### config.mk
export PLATFORM = sky130hd
export DESIGN_NAME = mandelbrot_escape_time_colorizer_unit
export DESIGN_NICKNAME = d
export VERILOG_FILES = /design/src/hw/rtl/metc_pkg.sv /design/src/hw/rtl/metc_mul.sv /design/src/hw/rtl/metc_ctrl.sv /design/src/hw/rtl/metc_dp.sv /design/src/hw/rtl/mandelbrot_escape_time_colorizer_unit.sv
export SDC_FILE = /design/constraint.sdc
export NUM_CORES = 2
export LEC_CHECK = 0
export BUFFER_PORTS_ARGS = -buffer_cell sky130_fd_sc_hd__buf_2
export CORE_AREA = 2 2 419 338
export DETAILED_ROUTE_END_ITERATION = 16
export DIE_AREA = 0 0 421 340
export GPL_ROUTABILITY_DRIVEN = 0
export PLACE_DENSITY = 0.57
export RECOVER_POWER = 100
export SETUP_SLACK_MARGIN = 0.2
export SLEW_MARGIN = 40
export SYNTH_ARGS = -nofsm -noshare
export SYNTH_HDL_FRONTEND = slang
export SYNTH_SLANG_ARGS = --single-unit
### constraint.sdc
create_clock -name clk -period 23.4 [get_ports clk]
set_clock_uncertainty 0.2 [all_clocks]
set_input_delay 1.17 -clock clk [delete_from_list [all_inputs] [get_ports clk]]
set_output_delay 1.17 -clock clk [all_outputs]
set_load 0.02 [all_outputs]
### src/hw/rtl/metc_pkg.sv
// Shared constants, types and codes for the escape-time colorizer.
package metc_pkg;

    // Datapath defaults
    localparam int DEF_FRAC_BITS   = 28;
    localparam int DEF_COUNT_WIDTH = 16;
    localparam int IN_FRAC         = 28;   // fraction bits of c on the input bus

    // Bus widths
    localparam int C_WIDTH      = 32;
    localparam int S_TDATA_W    = 64;
    localparam int M_TDATA_W    = 24;
    localparam int ESC_CNT_W    = 16;
    localparam int PAL_W        = 8;

    // Configuration registers
    localparam int CFG_ADDR_W   = 3;
    localparam int CFG_DATA_W   = 32;
    localparam int MAX_ITER_W   = 16;
    localparam int COLOR_CNT_W  = 8;
    localparam logic [MAX_ITER_W-1:0]  MAX_ITER_RST  = 16'd500;
    localparam logic [COLOR_CNT_W-1:0] COLOR_CNT_RST = 8'd60;

    // Register index = paddr[2]
    localparam logic REG_MAX_ITER  = 1'b0;
    localparam logic REG_COLOR_CNT = 1'b1;

    typedef enum logic [3:0] {
        ST_IDLE,
        ST_CHECK,
        ST_MUL_XX,
        ST_MUL_YY,
        ST_MAG,
        ST_MUL_XY,
        ST_UPDATE,
        ST_MOD_START,
        ST_MOD_WAIT,
        ST_FINISH
    } metc_state_t;

    typedef enum logic [1:0] {
        MSEL_XX,
        MSEL_YY,
        MSEL_XY
    } metc_msel_t;

    typedef struct packed {
        logic       load;
        logic       mul_start;
        metc_msel_t mul_sel;
        logic       cap_xx;
        logic       cap_yy;
        logic       cap_xy;
        logic       update;
        logic       set_inside;
        logic       mod_start;
        logic       out_load;
    } metc_cmd_t;

    typedef struct packed {
        logic at_limit;
        logic big;
        logic mag_escape;
        logic mul_done;
        logic mod_done;
        logic out_free;
    } metc_status_t;

endpackage

### src/hw/rtl/metc_mul.sv
// Limb-serial unsigned multiplier: one 32x32 partial product per cycle.
module metc_mul
    import metc_pkg::*;
#(
    parameter int MW = DEF_FRAC_BITS + 1
)
(
    input  logic              clk,
    input  logic              rst_n,
    input  logic              start,
    input  logic [MW-1:0]     a,
    input  logic [MW-1:0]     b,
    output logic              done,
    output logic [2*MW-1:0]   prod
);

    localparam int L  = (MW + 31) / 32;
    localparam int AW = 32 * L;
    localparam int IW = (L > 1) ? $clog2(L) : 1;

    logic [AW-1:0]   a_reg, b_reg;
    logic [2*AW-1:0] acc_reg;
    logic [IW-1:0]   i_reg, j_reg;
    logic            busy_reg, done_reg;

    logic [31:0]     a_limb, b_limb;
    logic [63:0]     partial;
    logic [IW:0]     shamt;
    logic [2*AW-1:0] addend;
    logic            last;

    always_comb
    begin
        a_limb  = a_reg[i_reg*32 +: 32];
        b_limb  = b_reg[j_reg*32 +: 32];
        partial = a_limb * b_limb;
        shamt   = (IW+1)'(i_reg) + (IW+1)'(j_reg);
        addend  = (2*AW)'(partial) << {shamt, 5'd0};
        last    = (i_reg == IW'(L-1)) && (j_reg == IW'(L-1));
    end

    always_ff @(posedge clk or negedge rst_n)
    begin
        if (!rst_n)
        begin
            busy_reg <= 1'b0;
            done_reg <= 1'b0;
            i_reg    <= '0;
            j_reg    <= '0;
        end
        else if (start)
        begin
            busy_reg <= 1'b1;
            done_reg <= 1'b0;
            i_reg    <= '0;
            j_reg    <= '0;
        end
        else if (busy_reg)
        begin
            if (last)
            begin
                busy_reg <= 1'b0;
                done_reg <= 1'b1;
            end
            else if (j_reg == IW'(L-1))
            begin
                j_reg <= '0;
                i_reg <= i_reg + 1'b1;
            end
            else
            begin
                j_reg <= j_reg + 1'b1;
            end
        end
    end

    always_ff @(posedge clk)
    begin
        if (start)
        begin
            a_reg   <= AW'(a);
            b_reg   <= AW'(b);
            acc_reg <= '0;
        end
        else if (busy_reg)
        begin
            acc_reg <= acc_reg + addend;
        end
    end

    assign done = done_reg;
    assign prod = acc_reg[2*MW-1:0];

endmodule

### src/hw/rtl/metc_ctrl.sv
// Sequencer for the escape-time iteration, modulo and result handoff.
module metc_ctrl
    import metc_pkg::*;
(
    input  logic         clk,
    input  logic         rst_n,
    input  logic         s_tvalid,
    input  metc_status_t status,
    output logic         in_ready,
    output metc_cmd_t    cmd
);

    metc_state_t state_reg, state_next;

    always_ff @(posedge clk or negedge rst_n)
    begin
        if (!rst_n)
        begin
            state_reg <= ST_IDLE;
        end
        else
        begin
            state_reg <= state_next;
        end
    end

    always_comb
    begin
        state_next  = state_reg;
        cmd         = '0;
        cmd.mul_sel = MSEL_XX;
        in_ready    = 1'b0;
        case (state_reg)
            ST_IDLE:
            begin
                in_ready = 1'b1;
                if (s_tvalid)
                begin
                    cmd.load   = 1'b1;
                    state_next = ST_CHECK;
                end
            end
            ST_CHECK:
            begin
                if (status.at_limit)
                begin
                    cmd.set_inside = 1'b1;
                    state_next     = ST_MOD_START;
                end
                else if (status.big)
                begin
                    state_next = ST_MOD_START;
                end
                else
                begin
                    cmd.mul_start = 1'b1;
                    cmd.mul_sel   = MSEL_XX;
                    state_next    = ST_MUL_XX;
                end
            end
            ST_MUL_XX:
            begin
                if (status.mul_done)
                begin
                    cmd.cap_xx    = 1'b1;
                    cmd.mul_start = 1'b1;
                    cmd.mul_sel   = MSEL_YY;
                    state_next    = ST_MUL_YY;
                end
            end
            ST_MUL_YY:
            begin
                if (status.mul_done)
                begin
                    cmd.cap_yy = 1'b1;
                    state_next = ST_MAG;
                end
            end
            ST_MAG:
            begin
                if (status.mag_escape)
                begin
                    state_next = ST_MOD_START;
                end
                else
                begin
                    cmd.mul_start = 1'b1;
                    cmd.mul_sel   = MSEL_XY;
                    state_next    = ST_MUL_XY;
                end
            end
            ST_MUL_XY:
            begin
                if (status.mul_done)
                begin
                    cmd.cap_xy = 1'b1;
                    state_next = ST_UPDATE;
                end
            end
            ST_UPDATE:
            begin
                cmd.update = 1'b1;
                state_next = ST_CHECK;
            end
            ST_MOD_START:
            begin
                cmd.mod_start = 1'b1;
                state_next    = ST_MOD_WAIT;
            end
            ST_MOD_WAIT:
            begin
                if (status.mod_done)
                begin
                    state_next = ST_FINISH;
                end
            end
            ST_FINISH:
            begin
                if (status.out_free)
                begin
                    cmd.out_load = 1'b1;
                    state_next   = ST_IDLE;
                end
            end
            default:
            begin
                state_next = ST_IDLE;
            end
        endcase
    end

endmodule

### src/hw/rtl/metc_dp.sv
// Datapath: z registers, shared multiplier, serial modulo and output register.
module metc_dp
    import metc_pkg::*;
#(
    parameter int FRAC_BITS   = DEF_FRAC_BITS,
    parameter int COUNT_WIDTH = DEF_COUNT_WIDTH
)
(
    input  logic                          clk,
    input  logic                          rst_n,
    input  metc_cmd_t                     cmd,
    output metc_status_t                  status,
    input  logic signed [C_WIDTH-1:0]     c_real,
    input  logic signed [C_WIDTH-1:0]     c_imag,
    input  logic [MAX_ITER_W-1:0]         max_iterations,
    input  logic [COLOR_CNT_W-1:0]        color_count,
    input  logic                          m_tready,
    output logic                          m_tvalid,
    output logic [ESC_CNT_W-1:0]          escape_count,
    output logic                          inside_res,
    output logic [PAL_W-1:0]              palette_index
);

    localparam int ZW  = FRAC_BITS + 6;   // z and c, |value| < 16
    localparam int MW  = FRAC_BITS + 1;   // operand magnitude, |z| < 2
    localparam int PRW = FRAC_BITS + 2;   // scaled product, < 4
    localparam int MCW = $clog2(COUNT_WIDTH);
    localparam logic signed [ZW-1:0] TWO     = ZW'(1) << (FRAC_BITS + 1);
    localparam logic signed [ZW-1:0] NEG_TWO = -TWO;
    localparam logic [PRW:0]         FOUR    = (PRW+1)'(1) << PRW;

    logic signed [ZW-1:0] cr_in, ci_in;
    logic signed [ZW-1:0] cr_reg, ci_reg, x_reg, y_reg;
    logic signed [ZW-1:0] x_abs, y_abs, x_next, y_next, xy2;
    logic [PRW-1:0]       xx_reg, yy_reg, xy_reg, prod_scaled;
    logic [COUNT_WIDTH-1:0] count_reg, limit;
    logic                 inside_reg;

    logic [MW-1:0]        mul_a, mul_b;
    logic [2*MW-1:0]      mul_prod;
    logic                 mul_done;

    logic [COUNT_WIDTH-1:0] div_reg;
    logic [PAL_W-1:0]     rem_reg;
    logic [PAL_W:0]       rem9;
    logic [MCW-1:0]       mcnt_reg;
    logic                 mod_busy_reg, mod_done_reg;

    logic                 out_valid_reg;
    logic [ESC_CNT_W-1:0] out_cnt_reg;
    logic                 out_inside_reg;
    logic [PAL_W-1:0]     out_pal_reg;
    logic [PAL_W-1:0]     pal;

    // Input format conversion to FRAC_BITS fraction bits
    generate
        if (FRAC_BITS >= IN_FRAC)
        begin : g_up
            localparam int SH_UP = FRAC_BITS - IN_FRAC;
            assign cr_in = ZW'(c_real) <<< SH_UP;
            assign ci_in = ZW'(c_imag) <<< SH_UP;
        end
        else
        begin : g_dn
            // truncate toward zero: shift the magnitude, reapply sign
            localparam int SH_DN = IN_FRAC - FRAC_BITS;
            logic signed [C_WIDTH:0] cr_ext, ci_ext;
            logic [C_WIDTH:0]        cr_mag, ci_mag, cr_sh, ci_sh;
            always_comb
            begin
                cr_ext = (C_WIDTH+1)'(c_real);
                ci_ext = (C_WIDTH+1)'(c_imag);
                cr_mag = cr_ext[C_WIDTH] ? -cr_ext : cr_ext;
                ci_mag = ci_ext[C_WIDTH] ? -ci_ext : ci_ext;
                cr_sh  = cr_mag >> SH_DN;
                ci_sh  = ci_mag >> SH_DN;
                cr_in  = ZW'(cr_ext[C_WIDTH] ? -cr_sh : cr_sh);
                ci_in  = ZW'(ci_ext[C_WIDTH] ? -ci_sh : ci_sh);
            end
        end
    endgenerate

    always_comb
    begin
        x_abs       = x_reg[ZW-1] ? -x_reg : x_reg;
        y_abs       = y_reg[ZW-1] ? -y_reg : y_reg;
        prod_scaled = PRW'(mul_prod >> FRAC_BITS);
        limit       = COUNT_WIDTH'(max_iterations);
        x_next      = signed'(ZW'(xx_reg)) - signed'(ZW'(yy_reg)) + cr_reg;
        xy2         = signed'(ZW'({xy_reg, 1'b0}));
        y_next      = ((x_reg[ZW-1] ^ y_reg[ZW-1]) ? -xy2 : xy2) + ci_reg;
        case (cmd.mul_sel)
            MSEL_XX:
            begin
                mul_a = MW'(x_abs);
                mul_b = MW'(x_abs);
            end
            MSEL_YY:
            begin
                mul_a = MW'(y_abs);
                mul_b = MW'(y_abs);
            end
            MSEL_XY:
            begin
                mul_a = MW'(x_abs);
                mul_b = MW'(y_abs);
            end
            default:
            begin
                mul_a = MW'(x_abs);
                mul_b = MW'(x_abs);
            end
        endcase
    end

    metc_mul #(
        .MW (MW)
    ) u_mul (
        .clk   (clk),
        .rst_n (rst_n),
        .start (cmd.mul_start),
        .a     (mul_a),
        .b     (mul_b),
        .done  (mul_done),
        .prod  (mul_prod)
    );

    // Iteration state
    always_ff @(posedge clk)
    begin
        if (cmd.load)
        begin
            cr_reg <= cr_in;
            ci_reg <= ci_in;
            x_reg  <= '0;
            y_reg  <= '0;
        end
        else if (cmd.update)
        begin
            x_reg <= x_next;
            y_reg <= y_next;
        end
        if (cmd.cap_xx)
        begin
            xx_reg <= prod_scaled;
        end
        if (cmd.cap_yy)
        begin
            yy_reg <= prod_scaled;
        end
        if (cmd.cap_xy)
        begin
            xy_reg <= prod_scaled;
        end
    end

    always_ff @(posedge clk or negedge rst_n)
    begin
        if (!rst_n)
        begin
            count_reg  <= '0;
            inside_reg <= 1'b0;
        end
        else
        begin
            if (cmd.load)
            begin
                count_reg  <= '0;
                inside_reg <= 1'b0;
            end
            else
            begin
                if (cmd.update)
                begin
                    count_reg <= count_reg + 1'b1;
                end
                if (cmd.set_inside)
                begin
                    inside_reg <= 1'b1;
                end
            end
        end
    end

    // Restoring remainder, one count bit per cycle
    assign rem9 = {rem_reg, div_reg[COUNT_WIDTH-1]};

    always_ff @(posedge clk or negedge rst_n)
    begin
        if (!rst_n)
        begin
            mod_busy_reg <= 1'b0;
            mod_done_reg <= 1'b0;
            mcnt_reg     <= '0;
        end
        else if (cmd.mod_start)
        begin
            mod_busy_reg <= 1'b1;
            mod_done_reg <= 1'b0;
            mcnt_reg     <= MCW'(COUNT_WIDTH - 1);
        end
        else if (mod_busy_reg)
        begin
            if (mcnt_reg == '0)
            begin
                mod_busy_reg <= 1'b0;
                mod_done_reg <= 1'b1;
            end
            else
            begin
                mcnt_reg <= mcnt_reg - 1'b1;
            end
        end
    end

    always_ff @(posedge clk)
    begin
        if (cmd.mod_start)
        begin
            div_reg <= count_reg;
            rem_reg <= '0;
        end
        else if (mod_busy_reg)
        begin
            div_reg <= div_reg << 1;
            if (rem9 >= {1'b0, color_count})
            begin
                rem_reg <= PAL_W'(rem9 - {1'b0, color_count});
            end
            else
            begin
                rem_reg <= rem9[PAL_W-1:0];
            end
        end
    end

    always_comb
    begin
        if (inside_reg)
        begin
            pal = '0;
        end
        else if (color_count == '0)
        begin
            pal = PAL_W'(1);
        end
        else
        begin
            pal = rem_reg + 1'b1;
        end
    end

    // Output register
    always_ff @(posedge clk or negedge rst_n)
    begin
        if (!rst_n)
        begin
            out_valid_reg <= 1'b0;
        end
        else if (cmd.out_load)
        begin
            out_valid_reg <= 1'b1;
        end
        else if (m_tready)
        begin
            out_valid_reg <= 1'b0;
        end
    end

    always_ff @(posedge clk)
    begin
        if (cmd.out_load)
        begin
            out_cnt_reg    <= ESC_CNT_W'(count_reg);
            out_inside_reg <= inside_reg;
            out_pal_reg    <= pal;
        end
    end

    always_comb
    begin
        status.at_limit   = (count_reg >= limit);
        status.big        = (x_reg >= TWO) || (x_reg <= NEG_TWO) ||
                            (y_reg >= TWO) || (y_reg <= NEG_TWO);
        status.mag_escape = ({1'b0, xx_reg} + {1'b0, yy_reg}) >= FOUR;
        status.mul_done   = mul_done;
        status.mod_done   = mod_done_reg;
        status.out_free   = !out_valid_reg || m_tready;
    end

    assign m_tvalid      = out_valid_reg;
    assign escape_count  = out_cnt_reg;
    assign inside_res    = out_inside_reg;
    assign palette_index = out_pal_reg;

endmodule

### src/hw/rtl/mandelbrot_escape_time_colorizer_unit.sv
// Top level of the escape-time colorizer: config registers, sequencer, datapath.
//
// One input beat on the s_ channel carries a point c (real and imaginary parts,
// signed Q4.28). The block iterates z = z*z + c from z = 0 until |z|^2 >= 4 or
// the iteration limit is hit, then sends one result beat on the m_ channel:
// escape count and palette index in m_tdata, the inside flag in m_tuser.
// Points are handled one at a time; s_tready is high only while idle.
// Each iteration is paced by the shared 32x32 multiplier, which works on
// L = ceil((FRAC_BITS+1)/32) 32-bit limbs and forms x*x, y*y and x*y in turn;
// after the iterations a serial remainder forms the palette index for the handoff.
// The result sits in an output register; while the receiver stalls the block
// can still take the next beat, but holds its own next result until the
// register frees up. Reset clears the sequencer and output valid and loads
// max_iterations = 500, color_count = 60. Config writes go in over APB
// (max_iterations at 0x0, color_count at 0x4) and are meant for idle time only.
module mandelbrot_escape_time_colorizer_unit
    import metc_pkg::*;
#(
    parameter int FRAC_BITS   = DEF_FRAC_BITS,
    parameter int COUNT_WIDTH = DEF_COUNT_WIDTH
)
(
    input  logic                   clk,
    input  logic                   rst_n,
    // APB config port
    input  logic                   psel,
    input  logic                   penable,
    input  logic                   pwrite,
    input  logic [CFG_ADDR_W-1:0]  paddr,
    input  logic [CFG_DATA_W-1:0]  pwdata,
    output logic [CFG_DATA_W-1:0]  prdata,
    output logic                   pready,
    // point in
    input  logic                   s_tvalid,
    output logic                   s_tready,
    input  logic [S_TDATA_W-1:0]   s_tdata,   // c_real [31:0], c_imag [63:32]
    // result out
    output logic                   m_tvalid,
    input  logic                   m_tready,
    output logic [M_TDATA_W-1:0]   m_tdata,   // escape_count [15:0], palette_index [23:16]
    output logic                   m_tuser    // inside_res [0]
);

    logic [MAX_ITER_W-1:0]  max_iter_reg;
    logic [COLOR_CNT_W-1:0] color_cnt_reg;
    logic                   cfg_wr;

    metc_cmd_t              cmd;
    metc_status_t           status;
    logic [ESC_CNT_W-1:0]   escape_count;
    logic                   inside_res;
    logic [PAL_W-1:0]       palette_index;

    // APB: zero wait states, register picked by word address bit
    assign pready = 1'b1;
    assign cfg_wr = psel && penable && pwrite && pready;

    always_ff @(posedge clk or negedge rst_n)
    begin
        if (!rst_n)
        begin
            max_iter_reg  <= MAX_ITER_RST;
            color_cnt_reg <= COLOR_CNT_RST;
        end
        else if (cfg_wr)
        begin
            case (paddr[2])
                REG_MAX_ITER:  max_iter_reg  <= pwdata[MAX_ITER_W-1:0];
                REG_COLOR_CNT: color_cnt_reg <= pwdata[COLOR_CNT_W-1:0];
                default:       max_iter_reg  <= max_iter_reg;
            endcase
        end
    end

    always_comb
    begin
        case (paddr[2])
            REG_MAX_ITER:  prdata = CFG_DATA_W'(max_iter_reg);
            REG_COLOR_CNT: prdata = CFG_DATA_W'(color_cnt_reg);
            default:       prdata = '0;
        endcase
    end

    metc_ctrl u_ctrl (
        .clk      (clk),
        .rst_n    (rst_n),
        .s_tvalid (s_tvalid),
        .status   (status),
        .in_ready (s_tready),
        .cmd      (cmd)
    );

    metc_dp #(
        .FRAC_BITS   (FRAC_BITS),
        .COUNT_WIDTH (COUNT_WIDTH)
    ) u_dp (
        .clk            (clk),
        .rst_n          (rst_n),
        .cmd            (cmd),
        .status         (status),
        .c_real         (s_tdata[C_WIDTH-1:0]),
        .c_imag         (s_tdata[2*C_WIDTH-1:C_WIDTH]),
        .max_iterations (max_iter_reg),
        .color_count    (color_cnt_reg),
        .m_tready       (m_tready),
        .m_tvalid       (m_tvalid),
        .escape_count   (escape_count),
        .inside_res     (inside_res),
        .palette_index  (palette_index)
    );

    assign m_tdata = {palette_index, escape_count};
    assign m_tuser = inside_res;

endmodule

==> flow_summary.toml <==
[status]
status = "finished with violations"
violations = "capacitance limit, slew limit"

[worst_setup_path]
crit_path_max_fanout = 29
crit_slowest_cell = "clkbuf_1"
arrival_ns = 14.56
r2r-start = "u_dp.u_mul.i_reg"
max_stage_delay_ns = 1.45
crit_path_end_kind = "flip-flop"
required_ns = 23.73
r2r-end = "u_dp.u_mul.acc_reg[57]"
r2r_cells = 41
worst-r2r-setup-slack_ns = 9.17
cp-start-kind = "flip-flop"
crit_path_end = "u_dp.u_mul.acc_reg[57]"
worstSetupPathType = "flip-flop to flip-flop"
crit_path_start = "u_dp.u_mul.i_reg"

[floorplan]
dieArea_um2 = 143000
die_h_um = 340
start_util_pct = 39.7
boundaryPins = 166
rows = 123
die_w_um = 421
core_um2 = 139000

[sta]
hold_viol_final = 0
timing.final.crit_share_pct = 60.8
worst_slew_pin_slew_ns = 3.48
maxSlewViolCount = 549
setup-tns-final_ns = 0
setup_viol = 0
fmax_mhz = 70.3
rsz0062_at_grt = "no"
min_period_ns = 14.23
maxSlewHeadroom_pct = -132

[logic_synthesis]
synth_top_area_share_pct = 26.5
ys_async_sr_fraction_pct = 12.5
ys.flop_type = "edfxtp_1"
netlist_instances = 6017
synth_commonest_cells = "922 x inv_1, 770 x nand2_1, 732 x fa_1"
synth_top_area_cell = "fa_1"
synth_edf_count = 253
syn_avg_cell_area_um2 = 9.20
yosysMostFrequentCell = "inv_1"
synthDistinctLibCells = 89
syn_area_um2 = 55300
netlist_top_cells_area = "fa_1 26%, edfxtp_1 14%, ha_1 11%, inv_1 6.3%, nand2_1 5.2%"
synth_seq_cells = 441
yosysWarnings = 0
yosysSeqAreaShare_pct = 21.0

[clock_network]
cts_resized = 0
clk-insertion-delay-late_ns = 0.63
cts_made_buffers = 44
cts_tree = "built"
root_buffer = "clkbuf_16"
holdBufCountCts = 0
clkTransAtPathRegs_ns = 0.07
clock-sinks = 441
cts_setup_buffers = 0
cts_buffer_depth = 3
cts_max_level = 2

[worst_hold_path]
hp-class = "flip-flop to flip-flop"

[route]
drcViolationCount = 0
ant_nets = 0
drt_iter0_drc = 3329
wire_per_inst_um = 19.8
dr.pass1.iters = 5
routed_wl_mm = 156
viasPerCell = 5.28
via_count = 41600

[placed_design]
dp_cells = 7806
io_buffer_count = 130
dp_hpwl_mm = 121

[job]
max-cap-violations = 12

[grt]
first_global_vias = 41900
grt_pass1_wl_mm = 249
antenna_found_initial = 11
gr-usage-all-layers_pct = 22.1
grt_max_degree = 80
gr-total-overflow = 0

[final_layout]
stdcell_count = 7890
areaGrowthSynthToFinish_pct = 7.25
drive_above_1_share_pct = 5.45
fin_util_pct = 42.6
largest_register_ffs = 58
fin_nets = 7286
## stage by stage
step	hold slack, ns	worst slack (ns)	cell area [um2]
CTS	0.269	10.28	59500
finish	0.267	9.17	59400
global route	0.283	8.48	59300
global placement	0.255	10.37	57900
detailed placement	0.261	10.38	58000
floorplan	0.237	12.78	55400
## how the worst min path moves through the flow
stage                    from              to  slack [ns]  cells past startpoint
2_1_floorplan  u_dp.y_reg[29]  u_dp.y_reg[29]        0.24                      2
3_3_place_gp   u_dp.y_reg[29]  u_dp.y_reg[29]        0.25                      2
3_5_place_dp   u_dp.y_reg[29]  u_dp.y_reg[29]        0.26                      2
4_1_cts        u_dp.y_reg[29]  u_dp.y_reg[29]        0.27                      2
5_1_grt        u_dp.y_reg[29]  u_dp.y_reg[29]        0.28                      2
6_report       u_dp.y_reg[29]  u_dp.y_reg[29]        0.27                      2
## cells in the final DEF (no fill, tap or decap), types with 34 or more instances in the layout
cell	Yosys	routed
a21oi_1	278	279
xnor2_1	136	135
clkbuf_1	278	66
o31ai_1	36	38
ha_1	470	470
a211oi_1	37	38
dfrtp_1	45	44
and2_1	445	437
a31oi_1	35	35
o21a_1	35	35
nand4_1	34	34
nand3_1	67	67
nand2b_1	48	48
nor3_1	42	42
nand2_1	770	771
edfxtp_1	253	253
nor2_1	248	247
clkbuf_16	0	46
a21o_1	120	120
inv_1	922	921
xor2_1	139	139
fa_1	732	732
o21ai_0	168	164
mux2i_1	103	103
dfxtp_1	133	133
buf_2	7	82
buf_4	17	62
## cell type report
| cell class | instances | area (um2) |
|---|---|---|
| multi-input cells | 4357 | 39200 |
| flip-flops and latches | 441 | 11600 |
| well taps | 1875 | 2350 |
| clock buffers | 53 | 1180 |
| diodes | 1 | 2.50 |
| clock inverters | 29 | 310 |
| inverters | 922 | 3460 |
| repair buffers | 212 | 1210 |
| fillers | 13600 | 79900 |
## cell families (layout without fill, tap and decap cells)
group                      Yosys count  count (layout)  synth area share, %
other                                2              18               0.0136
and+or+nand+nor                   1850            1850                 16.3
AOI/OAI and AO/OA                  878             878                 10.2
adders and majority gates         1202            1202                 37.1
DFF                                441             441                 21.0
xor gates and xnor gates           276             276                 4.39
muxes                              134             134                 2.49
buffers and inverters             1234            1216                 8.51
## critical path, delay by kind of cell, from the launching register on
family,cells,cell delay [ns]
flip-flops,1,0.74
buffers and inverters,9,1.93
multiplexers,1,0.75
AO/OA/AOI/OAI,14,4.11
AND/OR/NAND/NOR,6,1.56
XOR/XNOR,1,0.14
adder cells (fa/ha/maj),10,4.65
## routing by layer
metal,track usage (%),vias up,share of wire (%)
li1,-,19300,-
met1,33.8,21000,49
met2,33.5,1183,43
met3,2.86,129,6.4
met4,3.89,0,1.8
met5,0,-,0
Power is not shown: default switching activity piles up to over one toggle a cycle in this logic, so the estimate is an artifact.
